$ cat config.mk
export PLATFORM = sky130hd
export DESIGN_NAME = pbss_queue
export DESIGN_NICKNAME = d
export VERILOG_FILES = /design/src/rtl/pbss_pkg.sv /design/src/rtl/pbss_queue.sv
export SDC_FILE = /design/constraint.sdc
export NUM_CORES = 1
export LEC_CHECK = 0
export ABC_AREA = 1
export CAP_MARGIN = 0
export CORE_MARGIN = 5
export CORE_UTILIZATION = 40
export CTS_CLUSTER_DIAMETER = 80
export DETAILED_ROUTE_END_ITERATION = 7
export DONT_BUFFER_PORTS = 1
export GPL_TIMING_DRIVEN = 0
export PLACE_DENSITY_LB_ADDON = 0.1
export RECOVER_POWER = 25
export REMOVE_ABC_BUFFERS = 1
export SLEW_MARGIN = 20
export SYNTH_ARGS = -nofsm -noshare
export SYNTH_HDL_FRONTEND = slang
export SYNTH_SLANG_ARGS = --single-unit
$ cat constraint.sdc
create_clock -name aclk -period 3.4 [get_ports aclk]
set_input_delay 0.17 -clock aclk [delete_from_list [all_inputs] [get_ports aclk]]
set_output_delay 0.17 -clock aclk [all_outputs]
set_load 0.03 [all_outputs]
$ cat src/rtl/pbss_pkg.sv
// Shared types, constants and helpers for the pixel binning sum block.
package pbss_pkg;

    // Field and state widths
    localparam int PIX_W        = 16;
    localparam int ACC_W        = 19;
    localparam int STORE_W      = 22;
    localparam int ROW_W        = 3;
    localparam int LOG2_W       = 2;
    localparam int IMG_W        = 13;
    localparam int APB_DATA_W   = 32;
    localparam int APB_ADDR_W   = 4;

    // Defaults for the top level parameters and fixed limits
    localparam int DEF_MAX_WIDTH = 4096;
    localparam int MAX_BIN_LOG2  = 3;
    localparam int QUEUE_DEPTH   = 4;

    localparam logic [PIX_W-1:0]   PIX_MAX   = {PIX_W{1'b1}};
    localparam logic [STORE_W-1:0] STORE_MAX = {STORE_W{1'b1}};

    // Register reset values
    localparam logic [LOG2_W-1:0] BIN_X_RST = LOG2_W'(1);
    localparam logic [LOG2_W-1:0] BIN_Y_RST = LOG2_W'(1);
    localparam logic [IMG_W-1:0]  WIDTH_RST = IMG_W'(4096);

    // Register index, taken from paddr word offset
    typedef enum logic [1:0] {
        REG_BIN_X = 2'd0,
        REG_BIN_Y = 2'd1,
        REG_WIDTH = 2'd2
    } reg_idx_t;

    // Current configuration as seen by the front end
    typedef struct packed {
        logic [LOG2_W-1:0] bin_x_log2;
        logic [LOG2_W-1:0] bin_y_log2;
        logic [IMG_W-1:0]  image_width;
    } cfg_t;

    // One block-column command handed from front to back
    typedef struct packed {
        logic [ACC_W-1:0] acc;
        logic             first_row;
        logic             last_row;
        logic             row_end;
    } cmd_t;

    // Limit a log2 factor to the supported maximum
    function automatic logic [LOG2_W-1:0] clamp_log2(input logic [LOG2_W-1:0] v);
        logic [LOG2_W:0] lim;
        lim = (LOG2_W+1)'(MAX_BIN_LOG2);
        return ({1'b0, v} > lim) ? LOG2_W'(MAX_BIN_LOG2) : v;
    endfunction

    // Mask of the low bits that select a position inside a block
    function automatic logic [ROW_W-1:0] bin_mask(input logic [LOG2_W-1:0] l2);
        logic [ROW_W:0] one_hot;
        one_hot = (ROW_W+1)'(1) << l2;
        return ROW_W'(one_hot - (ROW_W+1)'(1));
    endfunction

endpackage

$ cat src/rtl/pbss_queue.sv
// Short command queue between the front and back ends.
module pbss_queue #(
    parameter int IDX_W = $clog2(pbss_pkg::DEF_MAX_WIDTH)
) (
    input  logic             aclk,
    input  logic             aresetn,
    input  logic             push,
    input  logic [IDX_W-1:0] push_idx,
    input  pbss_pkg::cmd_t   push_cmd,
    output logic             full,
    input  logic             pop,
    output logic             empty,
    output logic [IDX_W-1:0] head_idx,
    output pbss_pkg::cmd_t   head_cmd
);
    import pbss_pkg::*;

    localparam int PTR_W = $clog2(QUEUE_DEPTH);
    localparam int CNT_W = $clog2(QUEUE_DEPTH + 1);

    logic [IDX_W-1:0] idx_q [QUEUE_DEPTH];
    cmd_t             cmd_q [QUEUE_DEPTH];
    logic [PTR_W-1:0] wr_ptr_reg, rd_ptr_reg;
    logic [CNT_W-1:0] count_reg;

    assign full     = (count_reg == CNT_W'(QUEUE_DEPTH));
    assign empty    = (count_reg == '0);
    assign head_idx = idx_q[rd_ptr_reg];
    assign head_cmd = cmd_q[rd_ptr_reg];

    // Storage
    always_ff @(posedge aclk) begin
        if (push) begin
            idx_q[wr_ptr_reg] <= push_idx;
            cmd_q[wr_ptr_reg] <= push_cmd;
        end
    end

    // Pointers and fill level
    always_ff @(posedge aclk) begin
        if (!aresetn) begin
            wr_ptr_reg <= '0;
            rd_ptr_reg <= '0;
            count_reg  <= '0;
        end else begin
            if (push) wr_ptr_reg <= wr_ptr_reg + PTR_W'(1);
            if (pop)  rd_ptr_reg <= rd_ptr_reg + PTR_W'(1);
            case ({push, pop})
                2'b10:   count_reg <= count_reg + CNT_W'(1);
                2'b01:   count_reg <= count_reg - CNT_W'(1);
                default: count_reg <= count_reg;
            endcase
        end
    end

    a_no_overfill: assert property (@(posedge aclk) disable iff (!aresetn)
        count_reg <= CNT_W'(QUEUE_DEPTH)) else $error("queue fill level past depth");

    a_pop_nonempty: assert property (@(posedge aclk) disable iff (!aresetn)
        pop |-> !empty) else $error("pop from empty queue");

    a_count_steady: assert property (@(posedge aclk) disable iff (!aresetn)
        (!push && !pop) |=> $stable(count_reg)) else $error("fill level moved while idle");

endmodule

==> reports/metrics.yaml <==
status: "completed"
cpLargestDelayFamily: "compound AO/OA/AOI/OAI gates"
synth-adder-area-share_pct: 1.452
io_buffers: 0
cts_setup_buffers: 0
place_congestion: 0.6668
maxSlewHeadroom_pct: 39.97
drt-pass1-iter-count: 5
yosys_register_bits: 145
power_frac_comb_pct: 9.7
largest_register_ffs: 88
synthSimpleGateAreaFrac_pct: 6.533
dp_hpwl_microns: 6370
timing.final.ws_setup_ns: 0.7924
synth_cell_types: 23
ys_seq_area_share_pct: 74.97
cts_resized: 0
hold_violations: 0
diodes: 0
ioPinCount: 74
vias_per_cell: 5.032
clk_pin_slew_ns: 0.06
htreeDepth: 4
swShare_pct: 23.26
synth.mux.area_fraction_pct: 0
postRouteWirelength_microns: 11270
p_clk_share_pct: 42.9
required_ns: 3.23
skew_ns: 0.008553
final_layout_size_suffix_gt1_share_pct: 17.77
num_rows: 43
layout_common_cells: "136 x edfxtp_1, 69 x o21ai_0, 51 x nor2_1"
final_util_pct: 49.22
grt_pass1_wl_microns: 17810
power_leakage_nw: 2.307
max-vdd-ir-drop_mv: 0.3279
intPower_mw: 3.366
cts_tree: "done"
finalSetupViolations: 0
final_common_cell: "edfxtp_1"
synth_compound_area_share_pct: 12.89
cp.buffers_inverters: 2
die-area_sq_um: 16700
p_sw_mw: 1.020
cp_max_fo: 34
grt_max_degree: 70
critPathLaunchType: "flip-flop"
detail_route.wl_per_cell_microns: 18.21
period_needed_ns: 2.608
grt_overflow: 0
start_util_pct: 40.82
clk_latency_ns: 0.41
min_period_over_period_pct: 76.69
core-area_sq_um: 13930
synth_top_family_by_area: "compound AO/OA/AOI/OAI gates"
cts_buffers: 17
nFillCells: 1185
powerDensity_nw_per_um2: 639.4
yosysWarnings: 0
track_usage_pct: 14.47
root_buffer: "clkbuf_16"
worst_pin_slew_ns: 0.8935
fmax_mhz: 383.5
slowest_delay_ns: 0.68
synth-xor-area-share_pct: 0
crit_arrival_ns: 2.44
final_max_slew_viol_count: 0
syn2layout_area_growth_pct: 20.59
crit_chain: "buf_16, inv_2, o21ai_0, o22ai_1"
drc: 0
cts.sinks: 145
clockBufferDepth: 2
rsz0062_at_grt: "false"
drt-initial-drc-count: 159
die_x_microns: 129.2
path_class: "reg2out"
maxCapViolCount: 0
cp_slowest_cell: "o22ai_1"
endpoint_kind: "output pin"
min_path_type: "in2reg"
dp_slack_ns: 1.140
syn_inst: 386
antenna_found_initial: 0
pwr-share-seq_pct: 47.4
grt_pass1_vias: 3245
vias: 3115
synth.cell_area_sq_um: 5688
synth_area_per_cell_sq_um: 14.74
die_height_microns: 129.2
ant_nets: 0
layout.nets: 470
[routing by layer]
| layer | global-route usage [%] | routed length (microns) | vias up | part of all wire [%] |
|---|---|---|---|---|
| met3 | 5.194 | 646 | 14 | 5.7 |
| met5 | 0 | 0 | - | 0 |
| met4 | 6.115 | 195 | 0 | 1.7 |
| met1 | 17.61 | 4929 | 1513 | 44 |
| met2 | 23.41 | 5498 | 73 | 49 |
| li1 | - | - | 1515 | - |
[power by group through the flow]
stage          clock network [mW]  logic (mW)  registers (mW)
2_1_floorplan                   0       0.294            2.10
3_3_place_gp                    0       0.357            2.12
3_5_place_dp                    0       0.385            2.12
4_1_cts                      1.92       0.438            2.08
5_1_grt                      2.02       0.466            2.09
6_report                     1.88       0.427            2.08
[logic make-up (layout without fill, tap and decap cells)]
group | count (synthesis) | in the layout
flip-flops | 145 | 145
AND/OR/NAND/NOR | 84 | 84
AO/OA/AOI/OAI | 113 | 113
adder cells (fa/ha/maj) | 6 | 6
buffers and inverters | 38 | 91
[synthesized netlist by cell type (all sizes together)]
library cell	instances	area share (%)
ha	5	1.1
nor3	2	0.18
inv	17	1.2
edfxtp	136	72
o21ai	74	6.5
nand2	9	0.59
nor2	71	5.6
a21oi	5	0.44
nand3	1	0.088
clkbuf	2	0.18
nand4	1	0.11
o22ai	34	5.9
buf	19	2.8
dfxtp	9	3.2
fa	1	0.35
[final cells by class]
| class | instances | area, sq um | area share (%) |
|---|---|---|---|
| Sequential cell | 145 | 4269 | 62.24 |
| Tap cell | 180 | 225.2 | 3.283 |
| Clock inverter | 13 | 167.7 | 2.444 |
| Inverter | 17 | 68.82 | 1.003 |
| Clock buffer | 19 | 432.9 | 6.312 |
| Multi-Input combinational cell | 203 | 1187 | 17.31 |
| Timing Repair Buffer | 42 | 508.0 | 7.406 |
[worst paths after layout]
kind / from / to / slack [ns] / cells after the start
setup / recovery: flip-flop / head_cmd[11] / 0.79 / 4
hold / removal: push / idx_q[0][1] / 0.24 / 2
setup reg to reg: wr_ptr_reg[0] / idx_q[2][4] / 1.82 / 5
hold reg to reg: rd_ptr_reg[1] / flip-flop / 0.48 / 1
[worst register-to-register path, stage by stage, from the launching register on]
cell     delay (ns)
dfxtp_1        0.32
inv_1          0.12
ha_1           0.16
nand2_1        0.06
inv_2          0.37
buf_16         0.23
[timing repair]
action | 4_1_cts | 5_1_grt
endpoints found under the setup margin | 0 | 0
endpoints found under the hold margin | 145 | 0
hold buffers | 37 | 0
[stage by stage]
stage                     cell area (sq um)  total power [mW]  hold WS [ns]  setup TNS, ns  instances
after floorplan                        5520             2.397        0.2689              0        365
after global placement                 5746             2.481        0.2690         -7.612        545
after detailed placement               5888             2.504        0.2691              0        550
after CTS                              6859             4.439        0.2328              0        619
after global routing                   6859             4.575        0.2414              0        619
final                                  6859             4.385        0.2356              0        619
Power figures use the tool's default switching activity.
