File: config.mk
export PLATFORM = sky130hd
export DESIGN_NAME = pbss_front
export DESIGN_NICKNAME = d
export VERILOG_FILES = /design/src/rtl/pbss_pkg.sv /design/src/rtl/pbss_front.sv
export SDC_FILE = /design/constraint.sdc
export NUM_CORES = 1
export LEC_CHECK = 0
export ABC_CLOCK_PERIOD_IN_PS = 4600
export BUFFER_PORTS_ARGS = -buffer_cell sky130_fd_sc_hd__buf_2
export CORE_ASPECT_RATIO = 1.75
export CORE_UTILIZATION = 49
export DETAILED_ROUTE_END_ITERATION = 10
export GPL_TIMING_DRIVEN = 0
export HOLD_SLACK_MARGIN = 0.15
export PLACE_DENSITY = 0.72
export SLEW_MARGIN = 20
export SYNTH_ARGS = -nofsm -noshare
export SYNTH_HDL_FRONTEND = slang
export SYNTH_SLANG_ARGS = --single-unit
export TNS_END_PERCENT = 10
File: constraint.sdc
create_clock -name aclk -period 4.6 [get_ports aclk]
set_clock_uncertainty 0.05 [all_clocks]
set_input_delay 0.23 -clock aclk [delete_from_list [all_inputs] [get_ports aclk]]
set_output_delay 0.23 -clock aclk [all_outputs]
set_load 0.005 [all_outputs]
File: src/rtl/pbss_pkg.sv
// Shared types, constants and helpers for the pixel binning sum block.
package pbss_pkg;

    // Field and state widths
    localparam int PIX_W        = 16;
    localparam int ACC_W        = 19;
    localparam int STORE_W      = 22;
    localparam int ROW_W        = 3;
    localparam int LOG2_W       = 2;
    localparam int IMG_W        = 13;
    localparam int APB_DATA_W   = 32;
    localparam int APB_ADDR_W   = 4;

    // Defaults for the top level parameters and fixed limits
    localparam int DEF_MAX_WIDTH = 4096;
    localparam int MAX_BIN_LOG2  = 3;
    localparam int QUEUE_DEPTH   = 4;

    localparam logic [PIX_W-1:0]   PIX_MAX   = {PIX_W{1'b1}};
    localparam logic [STORE_W-1:0] STORE_MAX = {STORE_W{1'b1}};

    // Register reset values
    localparam logic [LOG2_W-1:0] BIN_X_RST = LOG2_W'(1);
    localparam logic [LOG2_W-1:0] BIN_Y_RST = LOG2_W'(1);
    localparam logic [IMG_W-1:0]  WIDTH_RST = IMG_W'(4096);

    // Register index, taken from paddr word offset
    typedef enum logic [1:0] {
        REG_BIN_X = 2'd0,
        REG_BIN_Y = 2'd1,
        REG_WIDTH = 2'd2
    } reg_idx_t;

    // Current configuration as seen by the front end
    typedef struct packed {
        logic [LOG2_W-1:0] bin_x_log2;
        logic [LOG2_W-1:0] bin_y_log2;
        logic [IMG_W-1:0]  image_width;
    } cfg_t;

    // One block-column command handed from front to back
    typedef struct packed {
        logic [ACC_W-1:0] acc;
        logic             first_row;
        logic             last_row;
        logic             row_end;
    } cmd_t;

    // Limit a log2 factor to the supported maximum
    function automatic logic [LOG2_W-1:0] clamp_log2(input logic [LOG2_W-1:0] v);
        logic [LOG2_W:0] lim;
        lim = (LOG2_W+1)'(MAX_BIN_LOG2);
        return ({1'b0, v} > lim) ? LOG2_W'(MAX_BIN_LOG2) : v;
    endfunction

    // Mask of the low bits that select a position inside a block
    function automatic logic [ROW_W-1:0] bin_mask(input logic [LOG2_W-1:0] l2);
        logic [ROW_W:0] one_hot;
        one_hot = (ROW_W+1)'(1) << l2;
        return ROW_W'(one_hot - (ROW_W+1)'(1));
    endfunction

endpackage

File: src/rtl/pbss_front.sv
// Front end: pixel counters, row accumulator and block-column command issue.
module pbss_front #(
    parameter int MAX_WIDTH = pbss_pkg::DEF_MAX_WIDTH,
    parameter int IDX_W     = $clog2(MAX_WIDTH)
) (
    input  logic                       aclk,
    input  logic                       aresetn,
    input  pbss_pkg::cfg_t             cfg,
    input  logic                       in_valid,
    output logic                       in_ready,
    input  logic [pbss_pkg::PIX_W-1:0] pixel,
    input  logic                       frame_start,
    input  logic                       queue_full,
    output logic                       push,
    output logic [IDX_W-1:0]           push_idx,
    output pbss_pkg::cmd_t             push_cmd
);
    import pbss_pkg::*;

    localparam int CMP_W = ((IDX_W > IMG_W) ? IDX_W : IMG_W) + 1;

    logic [IDX_W-1:0] col_reg, col_next;
    logic [ROW_W-1:0] row_reg, row_next;
    logic [ACC_W-1:0] acc_reg, acc_next;

    logic             accept;
    logic [IDX_W-1:0] col;
    logic [ROW_W-1:0] row;
    logic [ACC_W-1:0] acc_old, acc_new;
    logic [LOG2_W-1:0] bx, by;
    logic [ROW_W-1:0] xmask, ymask, col_lo;
    logic [CMP_W-1:0] width_ext, width_eff, width_m1;
    logic             row_end, group_end, last_row;

    assign in_ready = !queue_full;
    assign accept   = in_valid & in_ready;

    // Effective factors and width
    always_comb begin
        bx        = clamp_log2(cfg.bin_x_log2);
        by        = clamp_log2(cfg.bin_y_log2);
        xmask     = bin_mask(bx);
        ymask     = bin_mask(by);
        width_ext = CMP_W'(cfg.image_width);
        if (width_ext == '0) begin
            width_eff = CMP_W'(1);
        end else if (width_ext > CMP_W'(MAX_WIDTH)) begin
            width_eff = CMP_W'(MAX_WIDTH);
        end else begin
            width_eff = width_ext;
        end
        width_m1 = width_eff - CMP_W'(1);
    end

    // Classify the current pixel
    always_comb begin
        col       = frame_start ? '0 : col_reg;
        row       = frame_start ? '0 : row_reg;
        acc_old   = frame_start ? '0 : acc_reg;
        col_lo    = col[ROW_W-1:0] & xmask;
        row_end   = (CMP_W'(col) >= width_m1);
        group_end = (col_lo == xmask) || row_end;
        last_row  = (row >= ymask);
        acc_new   = (col_lo == '0) ? ACC_W'(pixel) : acc_old + ACC_W'(pixel);
    end

    // Next counter values
    always_comb begin
        acc_next = group_end ? '0 : acc_new;
        if (row_end) begin
            col_next = '0;
            row_next = last_row ? '0 : row + ROW_W'(1);
        end else begin
            col_next = col + IDX_W'(1);
            row_next = row;
        end
    end

    always_ff @(posedge aclk) begin
        if (!aresetn) begin
            col_reg <= '0;
            row_reg <= '0;
            acc_reg <= '0;
        end else if (accept) begin
            col_reg <= col_next;
            row_reg <= row_next;
            acc_reg <= acc_next;
        end
    end

    // Command for the back end on the last pixel of a block row segment
    assign push               = accept & group_end;
    assign push_idx           = IDX_W'(col >> bx);
    assign push_cmd.acc       = acc_new;
    assign push_cmd.first_row = (row == '0);
    assign push_cmd.last_row  = last_row;
    assign push_cmd.row_end   = row_end;

endmodule

==> run metrics <==
Tightest Hold Check Type=input port to flip-flop; Total Wirelength=11.00 mm; DR iter-0 viols=137; area share of the largest cell type after synthesis=18.32%; total track usage=29.43%; antenna diode count=0; number of enable-type register cells in the synthesized netlist=0; R2R depth=8; Die Height=117.2 um; dominant cells by area after synthesis=sky130_fd_sc_hd__dfxtp_1, sky130_fd_sc_hd__ha_1, sky130_fd_sc_hd__a21oi_1, sky130_fd_sc_hd__nand2_1, sky130_fd_sc_hd__nor2b_1; Finished Core Util=59.62%; worst relative slew slack=58.40%; drt via density=6.024; top achievable clock speed=236.4 MHz; antenna violations before repair=0; CTS resizes=0; Starting Density=51.00%; synthesized netlist net count=575; floorplan die area=7947 um^2; RSZ-0062 raised after global routing=no; Worst EP required=4.32 ns; Synth Warn #=0; Mapped Avg Cell Area=7.415 um^2; count of hold-fix buffers inserted at cts=0; Final Max Tran Viols=0; Setup WS pre-CTS=0.3094 ns; CTS H-tree depth=2; largest voltage drop on the vdd net=0.0001971 V; number of endpoints with negative hold slack in the final report=0; total I/O pin count=74; internal power contribution=605.5 uW; sequential area share after synthesis=18.32%; global-route wire length before repair=17.54 mm; result of the run=complete, no violations; net load switching power=267.2 uW; post-synthesis async set-or-reset flop share=0%; min setup slack post-route=0.3700 ns; num rows=41; Gate Count Post-Synth=501; Largest register FFs=19; cell taking the most area after synthesis=sky130_fd_sc_hd__dfxtp_1; maximum number of pins on one net before global-route repair=11; number of nets still failing antenna checks after routing=0; max-cap violations=0; portion of the clock cycle consumed by the worst path in the final layout=91.96%; sinks on the clock net=34; pwr dens=201.0 nW/um^2; Max Fanout on Critical Path=10; setup bufs post-CTS=0; signed area change from the synthesized netlist to the final layout=16.91%; Lkg Pwr=0.001964 uW; detailed-router iteration count before antenna repair=5; endpoint kind of the worst setup timing path=output port; number of cells on the worst hold path=3; horizontal die dimension=67.82 um; startpoint type of the worst setup path=input port; switch share=30.62%; Final Wtd Congestion=0.9181; post-route setup TNS=0 ns; number of different library cells in the post-synthesis netlist=71; final setup violation count=0; relative contribution of sequential cells to total power=35.0%; Buffers on Ports=72; number of global-route vias before repair=3792; clock share of power=39.6%; startpoint-to-endpoint class of the critical path=input port to output port; post-route DRC violation count=0; fin nets=654; number of register bits inferred by synthesis=34; Clk pin slew, worst setup/hold paths=0.06 ns; Num CTS Buffers=5; post-detailed-placement half-perimeter wirelength=8.667 mm; combinational fraction of design power=25.4%; Avg WL per Cell=16.49 um; latest clock arrival within the worst-skew pair=0.28 ns; residual overflow from global routing=0; clock tree from TritonCTS=yes; layout cells sized above 1=18.76%; signal arrival time at the worst endpoint=3.95 ns; slew at the pin with the worst max-slew slack=0.6241 ns; cell at the root of the clock tree=sky130_fd_sc_hd__clkbuf_16; most instantiated flip-flop cell in the synthesis netlist=sky130_fd_sc_hd__dfxtp_1; via count=4018; crit path time final=4.230 ns; deepest clock path buffer count=2; Pwr Total=872.8 uW; post-synthesis instance area=3715 um^2; Std-Cell Core Area=7284 um^2
-- per-layer routing --
metal | GRT usage (%) | wire length, um | vias up
met2 | 54.72 | 5865 | 153
met3 | 5.426 | 498 | 38
met5 | 0 | 0 | -
met1 | 29.11 | 4095 | 1850
li1 | - | - | 1977
met4 | 17.22 | 537 | 0
-- power groups by stage --
stage               logic (uW)  clock network [uW]  registers (uW)
CTS                        220                 347             305
global placement           212                   0             311
floorplan                  142                   0             310
finish                     222                 346             305
detailed placement         219                   0             311
global route               246                 361             306
-- synthesized netlist by cell type (all sizes together) (4+ instances only) --
| cell | n |
|---|---|
| ha | 35 |
| nand2b | 7 |
| o21a | 5 |
| inv | 16 |
| and2 | 4 |
| xor2 | 6 |
| nor2 | 36 |
| dfxtp | 34 |
| nor3 | 15 |
| a21oi | 55 |
| a31oi | 7 |
| a211oi | 4 |
| xnor2 | 15 |
| a22oi | 5 |
| o21ai | 24 |
| a21o | 4 |
| nor2b | 35 |
| buf | 9 |
| o31ai | 4 |
| mux2i | 17 |
| and3 | 7 |
| nand3 | 14 |
| nand3b | 7 |
| nor4 | 4 |
| clkbuf | 14 |
| nand2 | 66 |
| a311oi | 4 |
-- stage by stage --
step | cell area [um^2] | instances | hold WS, ns
2_1_floorplan | 3715 | 501 | 0.3552
3_3_place_gp | 4183 | 659 | 0.3844
3_5_place_dp | 4183 | 659 | 0.3899
4_1_cts | 4330 | 667 | 0.1970
5_1_grt | 4343 | 667 | 0.2066
6_report | 4343 | 667 | 0.1963
-- worst paths after layout --
check                           startpoint  slack [ns]           to
worst max register to register  col_reg[1]        1.73   col_reg[9]
worst min register to register  acc_reg[0]        0.40   acc_reg[0]
worst min-delay path             pixel[15]        0.20  acc_reg[15]
worst max-delay path                cfg[3]        0.37         push
-- worst max-delay path, cell delays in order --
cell and delay [ns]:
sky130_fd_sc_hd__buf_2 0.12, sky130_fd_sc_hd__nor3_2 0.46, sky130_fd_sc_hd__nand3_1 0.22, sky130_fd_sc_hd__nor3b_1 0.23
sky130_fd_sc_hd__a21oi_1 0.51, sky130_fd_sc_hd__nor2_1 0.11, sky130_fd_sc_hd__o22ai_1 0.20, sky130_fd_sc_hd__ha_1 0.22
sky130_fd_sc_hd__o21ai_0 0.12, sky130_fd_sc_hd__nor3_1 0.29, sky130_fd_sc_hd__a31oi_2 0.20, sky130_fd_sc_hd__a21oi_4 0.38
sky130_fd_sc_hd__buf_2 0.32, sky130_fd_sc_hd__nor2_1 0.08, sky130_fd_sc_hd__nor2_1 0.10, sky130_fd_sc_hd__buf_2 0.13
-- logic make-up (layout without fill, tap and decap cells) --
family / count (synthesis) / in the layout / synth area share (%)
buf+inv: 41 / 121 / 4.648
xor+xnor: 21 / 21 / 4.951
compound gates: 137 / 137 / 23.68
flops: 34 / 34 / 18.32
simple gates: 213 / 213 / 30.89
mux: 19 / 19 / 5.187
fa+ha+maj: 36 / 36 / 12.33
-- layout make-up --
class | instances | area (um^2)
fillers | 692 | 2942
multi-input cells | 426 | 2874
flip-flops and latches | 34 | 680.7
repair buffers | 72 | 360.3
clock buffers | 7 | 142.6
well taps | 86 | 107.6
plain buffers | 23 | 105.1
inverters | 18 | 67.56
clock inverters | 1 | 5.005
-- cells in the final DEF, fill, tap and decap left out, types with 7 or more instances in the layout --
master	instances
sky130_fd_sc_hd__nand3b_1	7
sky130_fd_sc_hd__dfxtp_1	34
sky130_fd_sc_hd__ha_1	35
sky130_fd_sc_hd__o21ai_0	18
sky130_fd_sc_hd__xnor2_1	15
sky130_fd_sc_hd__nand2_1	66
sky130_fd_sc_hd__nor3_1	13
sky130_fd_sc_hd__nand2b_1	7
sky130_fd_sc_hd__mux2i_1	17
sky130_fd_sc_hd__a21oi_1	54
sky130_fd_sc_hd__nor2_1	36
sky130_fd_sc_hd__clkbuf_1	15
sky130_fd_sc_hd__inv_1	15
sky130_fd_sc_hd__nand3_1	13
sky130_fd_sc_hd__buf_2	75
sky130_fd_sc_hd__nor2b_1	33
Power figures use the tool's default switching activity.
