## src/rtl/pbss_pkg.sv

```systemverilog
// Shared types, constants and helpers for the pixel binning sum block.
package pbss_pkg;

    // Field and state widths
    localparam int PIX_W        = 16;
    localparam int ACC_W        = 19;
    localparam int STORE_W      = 22;
    localparam int ROW_W        = 3;
    localparam int LOG2_W       = 2;
    localparam int IMG_W        = 13;
    localparam int APB_DATA_W   = 32;
    localparam int APB_ADDR_W   = 4;

    // Defaults for the top level parameters and fixed limits
    localparam int DEF_MAX_WIDTH = 4096;
    localparam int MAX_BIN_LOG2  = 3;
    localparam int QUEUE_DEPTH   = 4;

    localparam logic [PIX_W-1:0]   PIX_MAX   = {PIX_W{1'b1}};
    localparam logic [STORE_W-1:0] STORE_MAX = {STORE_W{1'b1}};

    // Register reset values
    localparam logic [LOG2_W-1:0] BIN_X_RST = LOG2_W'(1);
    localparam logic [LOG2_W-1:0] BIN_Y_RST = LOG2_W'(1);
    localparam logic [IMG_W-1:0]  WIDTH_RST = IMG_W'(4096);

    // Register index, taken from paddr word offset
    typedef enum logic [1:0] {
        REG_BIN_X = 2'd0,
        REG_BIN_Y = 2'd1,
        REG_WIDTH = 2'd2
    } reg_idx_t;

    // Current configuration as seen by the front end
    typedef struct packed {
        logic [LOG2_W-1:0] bin_x_log2;
        logic [LOG2_W-1:0] bin_y_log2;
        logic [IMG_W-1:0]  image_width;
    } cfg_t;

    // One block-column command handed from front to back
    typedef struct packed {
        logic [ACC_W-1:0] acc;
        logic             first_row;
        logic             last_row;
        logic             row_end;
    } cmd_t;

    // Limit a log2 factor to the supported maximum
    function automatic logic [LOG2_W-1:0] clamp_log2(input logic [LOG2_W-1:0] v);
        logic [LOG2_W:0] lim;
        lim = (LOG2_W+1)'(MAX_BIN_LOG2);
        return ({1'b0, v} > lim) ? LOG2_W'(MAX_BIN_LOG2) : v;
    endfunction

    // Mask of the low bits that select a position inside a block
    function automatic logic [ROW_W-1:0] bin_mask(input logic [LOG2_W-1:0] l2);
        logic [ROW_W:0] one_hot;
        one_hot = (ROW_W+1)'(1) << l2;
        return ROW_W'(one_hot - (ROW_W+1)'(1));
    endfunction

endpackage

```

## src/rtl/pbss_regs.sv

```systemverilog
// APB configuration registers for the pixel binning sum block.
module pbss_regs (
    input  logic                          aclk,
    input  logic                          aresetn,
    input  logic                          psel,
    input  logic                          penable,
    input  logic                          pwrite,
    input  logic [pbss_pkg::APB_ADDR_W-1:0] paddr,
    input  logic [pbss_pkg::APB_DATA_W-1:0] pwdata,
    output logic [pbss_pkg::APB_DATA_W-1:0] prdata,
    output logic                          pready,
    output pbss_pkg::cfg_t                cfg
);
    import pbss_pkg::*;

    logic [LOG2_W-1:0] bin_x_reg;
    logic [LOG2_W-1:0] bin_y_reg;
    logic [IMG_W-1:0]  width_reg;
    logic              wr_en;
    reg_idx_t          sel_idx;

    assign pready  = 1'b1;
    assign wr_en   = psel & penable & pwrite;
    assign sel_idx = reg_idx_t'(paddr[3:2]);

    // Register writes
    always_ff @(posedge aclk) begin
        if (!aresetn) begin
            bin_x_reg <= BIN_X_RST;
            bin_y_reg <= BIN_Y_RST;
            width_reg <= WIDTH_RST;
        end else if (wr_en) begin
            case (sel_idx)
                REG_BIN_X: bin_x_reg <= pwdata[LOG2_W-1:0];
                REG_BIN_Y: bin_y_reg <= pwdata[LOG2_W-1:0];
                REG_WIDTH: width_reg <= pwdata[IMG_W-1:0];
                default: ;
            endcase
        end
    end

    // Read mux
    always_comb begin
        case (sel_idx)
            REG_BIN_X: prdata = APB_DATA_W'(bin_x_reg);
            REG_BIN_Y: prdata = APB_DATA_W'(bin_y_reg);
            REG_WIDTH: prdata = APB_DATA_W'(width_reg);
            default:   prdata = '0;
        endcase
    end

    assign cfg.bin_x_log2  = bin_x_reg;
    assign cfg.bin_y_log2  = bin_y_reg;
    assign cfg.image_width = width_reg;

endmodule

```

## config.mk

```make
export PLATFORM = sky130hd
export DESIGN_NAME = pbss_regs
export DESIGN_NICKNAME = d
export VERILOG_FILES = /design/src/rtl/pbss_pkg.sv /design/src/rtl/pbss_regs.sv
export SDC_FILE = /design/constraint.sdc
export NUM_CORES = 1
export LEC_CHECK = 0
export ABC_CLOCK_PERIOD_IN_PS = 1900
export BUFFER_PORTS_ARGS = -buffer_cell sky130_fd_sc_hd__buf_2
export CAP_MARGIN = 10
export CORE_UTILIZATION = 39
export DETAILED_ROUTE_END_ITERATION = 6
export PLACE_DENSITY = 0.84
export SYNTH_ARGS = -nofsm -noshare
export SYNTH_HDL_FRONTEND = slang
export SYNTH_SLANG_ARGS = --single-unit
```

## constraint.sdc

```tcl
create_clock -name aclk -period 1.9 [get_ports aclk]
set_clock_uncertainty 0.05 [all_clocks]
set_input_delay 0.19 -clock aclk [delete_from_list [all_inputs] [get_ports aclk]]
set_output_delay 0.19 -clock aclk [all_outputs]
set_load 0.1 [all_outputs]
```

==> results of run 1 <==
routing by layer:
layer | vias up | wire length (um) | global-route usage (%)
li1 | 418 | - | -
met1 | 375 | 801 | 16.3
met2 | 47 | 1120 | 31.0
met3 | 8 | 124 | 2.61
met4 | 0 | 87 | 13.2
met5 | - | 0 | 0
worst register-to-register path, stage by stage (launching register included):
cell and delay [ns]:
dfxtp_1 0.38, nand2_1 0.06, mux2i_1 0.14
placed cells by master (no fill, tap or decap):
cell,netlist,layout
mux2i_1,18,18
and2_4,1,1
dfxtp_2,0,2
and2_2,1,11
conb_1,2,20
nand3_1,1,1
and3_1,1,1
o21ai_4,0,2
clkbuf_4,0,3
dfxtp_1,17,15
nand2_1,29,29
o211ai_1,1,1
and2b_2,1,1
buf_2,0,49
inv_1,1,1
nor3b_1,1,1
nor2b_1,3,3
nor2b_4,1,1
clkinv_2,0,1
report_power, final:
| group | internal [mW] | switching (mW) | leakage [nW] | total (mW) |
|---|---|---|---|---|
| Clock | 0.0783 | 0.122 | 0.0177 | 0.200 |
| Combinational | 0.0368 | 0.274 | 0.482 | 0.311 |
| Sequential | 0.361 | 0.00337 | 0.138 | 0.364 |
| Total | 0.476 | 0.400 | 0.638 | 0.876 |
area by class of cell:
type                       count  share of cell area, %
multi-input combinational     90                   45.9
sequential                    17                   28.3
timing repair buffer          49                   20.3
tap                           28                   2.90
clock buffer                   3                   1.86
clock inverter                 1                  0.414
inverter                       1                  0.310
stage by stage:
step | util, % | power (mW) | area [um^2] | std cells | hold slack, ns
after floorplan | - | 0.681 | 1100 | 134 | 0.282
after global placement | 51.5 | 0.680 | 1180 | 185 | 0.388
after detailed placement | 51.5 | 0.684 | 1180 | 185 | 0.397
after CTS | 52.7 | 0.883 | 1210 | 189 | 0.0707
after global routing | 52.7 | 0.911 | 1210 | 189 | 0.0644
final | 52.7 | 0.876 | 1210 | 189 | 0.0810
logic make-up after synthesis:
group	count (synthesis)	synth area share, %
AOI/OAI and AO/OA	3	1.76
buffers and inverters	27	20.1
DFF	17	34.3
muxes	18	18.1
other	2	0.756
and+or+nand+nor	49	24.9
worst max-delay path by stage:
stage               slack (ns)          to  depth (start not counted)         start
floorplan                -0.15   prdata[0]                          2  width_reg[0]
global placement          0.43  prdata[12]                          4      paddr[3]
detailed placement        0.38   prdata[3]                          4      paddr[3]
CTS                       0.28   prdata[1]                          3  bin_x_reg[1]
global route              0.23   prdata[1]                          3  bin_x_reg[1]
finish                    0.32   prdata[1]                          3  width_reg[1]
==> results.md, run 1 <==
* Die area at 2750 um^2
* Initial Util at 43.2%
* Worst slack, placed at 0.380 ns
* Max-slew violations at 0
* Largest net degree at the start of global routing at 31
* GRT Util Overall at 16.8%
* Top-count cell post-synth: nand2_1
* Req. time, crit path at 1.66 ns
* Reg2reg start: bin_y_reg[1]
* WP buf/inv at 1
* Core area at 2300 um^2
* Post-synth ARST share at 0%
* Num CTS Buffers at 3
* Min Tclk post-route at 1.58 ns
* Hold Path Class: primary input to flip-flop
* Vert. Die Dim at 52.5 um
* CTS tree: done
* Max cap viols at 0
* Setup TNS at 0 ns
* Synthesized cell area at 993 um^2
* Flop2flop setup slack at 1.20 ns
* Syn Area/Cell at 8.56 um^2
* Hold_sp: pwdata[11]
* CP endpoint kind: primary output
* Sequential share of the synthesized area at 34.3%
* Area contributors post-synth: dfxtp_1 (34%), mux2i_1 (18%), buf_4 (15%)
* RSZ-0062 raised after global routing: false
* FF+latch area at 343 um^2
* CP Launch Type: flip-flop
* Pre-Repair DR Iteration Count at 4
* Final setup fails at 0
* Reg-to-Reg End: bin_y_reg[1]
* Setup Crit Path Kind: flip-flop to primary output
* Total of fill cells in the finished design at 213
* Hold Crit Depth at 3
* Antenna violations before repair at 0
* Tcrit/Tclk final at 83.4%
* Clock Sinks at 17
* Bufs on Longest Clock Path at 2
* CP Max Fanout at 3
* Wire length per cell at 11.3 um
* Fmax achieved at 631 MHz
* Leak at 0.638 nW
* Global-route wire length before repair at 3290 um
* Post-CTS Hold Fix Bufs at 0
* # resized after CTS at 0
* Cell Pwr Density at 724 nW/um^2
* # DRC at 0
* Post-synth top area share at 34.3%
* Kind of cell adding the most delay to the critical path: buffers and inverters
* Final WS setup at 0.316 ns
* Clock latency on the worst-skew pair at 0.29 ns
* Max reg flops at 13
* Root buffer cell: clkbuf_4
* Status: complete, no violations
* Diode count at 0
* Iteration-0 DRC Markers at 4
* EDFF count, synth at 0
* Layout cell share with drive strength beyond 1 at 44.1%
* Slowest Stage Delay on Critical Path at 0.44 ns
* Global placement routability congestion at 0.818
* Cell Chain, Critical Path: mux2i_1, o21ai_4, buf_2
* Antenna viol nets, final at 0
* Final Net Count at 203
* Synthesized instance count at 116
* Via/cell ratio at 4.49
* Row count at 17
* Vias in the first global route at 769
* R2R depth at 2
* Cell taking the most area after synthesis: dfxtp_1
* Postcts setup bufs at 0
* Remaining Overflow, GRT at 0
* Yosys warning count at 0
* Slowest-stage cell, CP: buf_2
* Ys flop type: dfxtp_1
* Number of distinct library cells after synthesis at 20
* Worst hold endpoint: width_reg[11]
* Synth Register Bits at 17
* Post-synth top cells: nand2_1 (29), buf_4 (20), mux2i_1 (18)
* Post-DP HPWL at 1650 um
* Area grow syn2layout at 21.8%
* H-tree lvl count at 1
* I/O Buffers at 49
* Routed wire length at 2140 um
* Multi-input logic area at 556 um^2
* Worst-path clk slew at 0.11 ns
* Worst vdd ir at 405 uV
* Overall die width at 52.5 um
* Routed vias at 848
* Critical path arrival at 1.34 ns
* Final Hold Vio Count at 0
* # IOs at 91
Note: power is estimated with default switching activity, not from simulation.
==> run 2: changes to the inputs <==
--- a/config.mk
+++ b/config.mk
@@ -5,12 +5,12 @@
 export SDC_FILE = /design/constraint.sdc
 export NUM_CORES = 1
 export LEC_CHECK = 0
-export ABC_CLOCK_PERIOD_IN_PS = 1900
+export ABC_CLOCK_PERIOD_IN_PS = 1600
 export BUFFER_PORTS_ARGS = -buffer_cell sky130_fd_sc_hd__buf_2
 export CAP_MARGIN = 10
-export CORE_UTILIZATION = 39
+export CORE_UTILIZATION = 37
 export DETAILED_ROUTE_END_ITERATION = 6
-export PLACE_DENSITY = 0.84
+export PLACE_DENSITY = 0.8
 export SYNTH_ARGS = -nofsm -noshare
 export SYNTH_HDL_FRONTEND = slang
 export SYNTH_SLANG_ARGS = --single-unit
==> constraint.sdc (replaced) <==
create_clock -name aclk -period 1.6 [get_ports aclk]
set_clock_uncertainty 0.05 [all_clocks]
set_input_delay 0.16 -clock aclk [delete_from_list [all_inputs] [get_ports aclk]]
set_output_delay 0.16 -clock aclk [all_outputs]
set_load 0.1 [all_outputs]
==> run 2 against run 1 <==
Clock power up 15%. Register-to-register slack worse by 0.30 ns. Via count up 0.24%. Highest routed layer unchanged. Combinational power up 25%. Largest cell class unchanged. Sequential cell count unchanged. Non-clock buffer count up 1. Core utilization up 4.8 points. Sequential power up 18%.
==> results.md, run 2 (synthesized netlist as in run 1, its figures left out) <==
* Min Tclk post-route at 1.37 ns
* Setup Crit Path Kind: flip-flop to primary output
* Max reg flops at 13 (unchanged)
* Post-DP HPWL at 1730 um (+5.1%)
* Max-slew violations at 0 (unchanged)
* Antenna violations before repair at 0 (unchanged)
* Iteration-0 DRC Markers at 3 (-1)
* Routing usage on met3 at 3.67% (+1.1 points)
* Initial Util at 39.7% (-3.5 points)
* GRT Util Overall at 14.9% (-1.9 points)
* Final WS setup at 0.234 ns (-0.0818 ns)
* Reg-to-Reg End: bin_y_reg[1]
* Hold_sp: pwdata[3]
* Post-CTS Hold Fix Bufs at 0 (unchanged)
* Core area at 2500 um^2 (+8.8%)
* Clock latency on the worst-skew pair at 0.28 ns (about the same)
* # DRC at 0 (unchanged)
* Largest net degree at the start of global routing at 17 (-45%)
* Critical path arrival at 1.16 ns (-0.18 ns)
* Final Net Count at 204 (+0.49%)
* GR Util met1 at 16.8% (+0.49 points)
* Row count at 18 (+1)
* Req. time, crit path at 1.39 ns (-0.27 ns)
* Postcts setup bufs at 0 (unchanged)
* Leak at 0.685 nW (+7.5%)
* Cell Chain, Critical Path: mux2i_1, o21ai_4, buf_12
* Remaining Overflow, GRT at 0 (unchanged)
* Global-route wire length before repair at 3060 um (-6.9%)
* Global placement routability congestion at 0.665 (-19%)
* Vias in the first global route at 683 (-11%)
* Wire length per cell at 11.1 um (-1.4%)
* Max cap viols at 0 (unchanged)
* Diode count at 0 (unchanged)
* Flop2flop setup slack at 0.90 ns (-0.30 ns)
* Reg2reg start: bin_y_reg[1]
* Bufs on Longest Clock Path at 2 (unchanged)
* Hold Crit Depth at 3 (unchanged)
* CTS tree: done
* Status: complete, no violations
* Clock Sinks at 17 (unchanged)
* Slowest Stage Delay on Critical Path at 0.36 ns (-0.08 ns)
* Layout cell share with drive strength beyond 1 at 53.1% (+9.0 points)
* Busiest grt layer: met2
* Worst hold endpoint: width_reg[3]
* Routed vias at 850 (+0.24%)
* R2R depth at 2 (unchanged)
* Fmax achieved at 732 MHz
* Power Total at 1.05 mW (+20%)
* Final setup fails at 0 (unchanged)
* Area grow syn2layout at 44.7%
* Slowest-stage cell, CP: dfxtp_4
* Tcrit/Tclk final at 85.4%
* Vert. Die Dim at 53.8 um (+2.6%)
* CP Launch Type: flip-flop
* I/O Buffers at 49 (unchanged)
* Hold Path Class: primary input to flip-flop
* Worst-path clk slew at 0.10 ns (about the same)
* # IOs at 91 (unchanged)
* Final Hold Vio Count at 0 (unchanged)
* Die area at 2900 um^2 (+5.2%)
* H-tree lvl count at 1 (unchanged)
* Num CTS Buffers at 3 (unchanged)
* Most common cell after layout, fill and taps aside: buf_2
* CP Max Fanout at 3 (unchanged)
* Root buffer cell: clkbuf_4
* # resized after CTS at 0 (unchanged)
* Setup TNS at 0 ns (unchanged)
* CP endpoint kind: primary output
* Pre-Repair DR Iteration Count at 4 (unchanged)
* Worst vdd ir at 519 uV (+28%)
* Worst slack, placed at 0.273 ns (-0.107 ns)
* Overall die width at 53.8 um (+2.6%)
* Antenna viol nets, final at 0 (unchanged)
* Via/cell ratio at 4.43 (-1.3%)
* RSZ-0062 raised after global routing: false
* Cell Pwr Density at 731 nW/um^2 (+1.0%)
* GR Util met2 at 27.4% (-3.6 points)
* Routed wire length at 2140 um (+0.19%)
* Most frequent cells in the layout: buf_2 (36), nand2_1 (29), conb_1 (20)
==> run 2: how the worst max path moves through the flow <==
stage,startpoint,end
after floorplan,bin_y_reg[0],prdata[0]
after global placement,paddr[3],width_reg[2]
after detailed placement,paddr[3],width_reg[11]
after CTS,width_reg[1],prdata[1]
after global routing,width_reg[1],prdata[1]
final,width_reg[1],prdata[1]
==> run 2: cell type report <==
type	count	area (um^2)
fillers	227	1060
multi-input cells	90	556
repair buffers	50	448
flip-flops and latches	17	365
well taps	30	37.5
clock buffers	3	22.5
clock inverters	1	5.00
inverters	1	3.75
==> run 2: where the power goes <==
part,switching (mW),internal (mW),total [mW]
clock,0.138,0.0930,0.231
combinational,0.330,0.0606,0.390
sequential,0.00394,0.426,0.430
==> run 2: layer usage <==
metal	vias up	part of all wire, %
met3	2	5.9
met5	-	0
met2	33	56
li1	420	-
met4	0	0.56
met1	395	38
==> run 2: stage by stage <==
step	std cells	cell area, um^2	hold slack (ns)	utilization, %
4_1_cts	192	1440	0.0326	57.5
3_5_place_dp	188	1410	0.357	56.4
5_1_grt	192	1440	0.0437	57.5
3_3_place_gp	188	1410	0.353	56.4
6_report	192	1440	0.0452	57.5
2_1_floorplan	134	1120	0.245	-
==> run 2: worst max-delay path, delay by kind of cell (launching register included) <==
kind	cells	cell delay (ns)
AOI/OAI and AO/OA	1	0.10
buffers and inverters	1	0.17
DFF	1	0.36
muxes	1	0.24
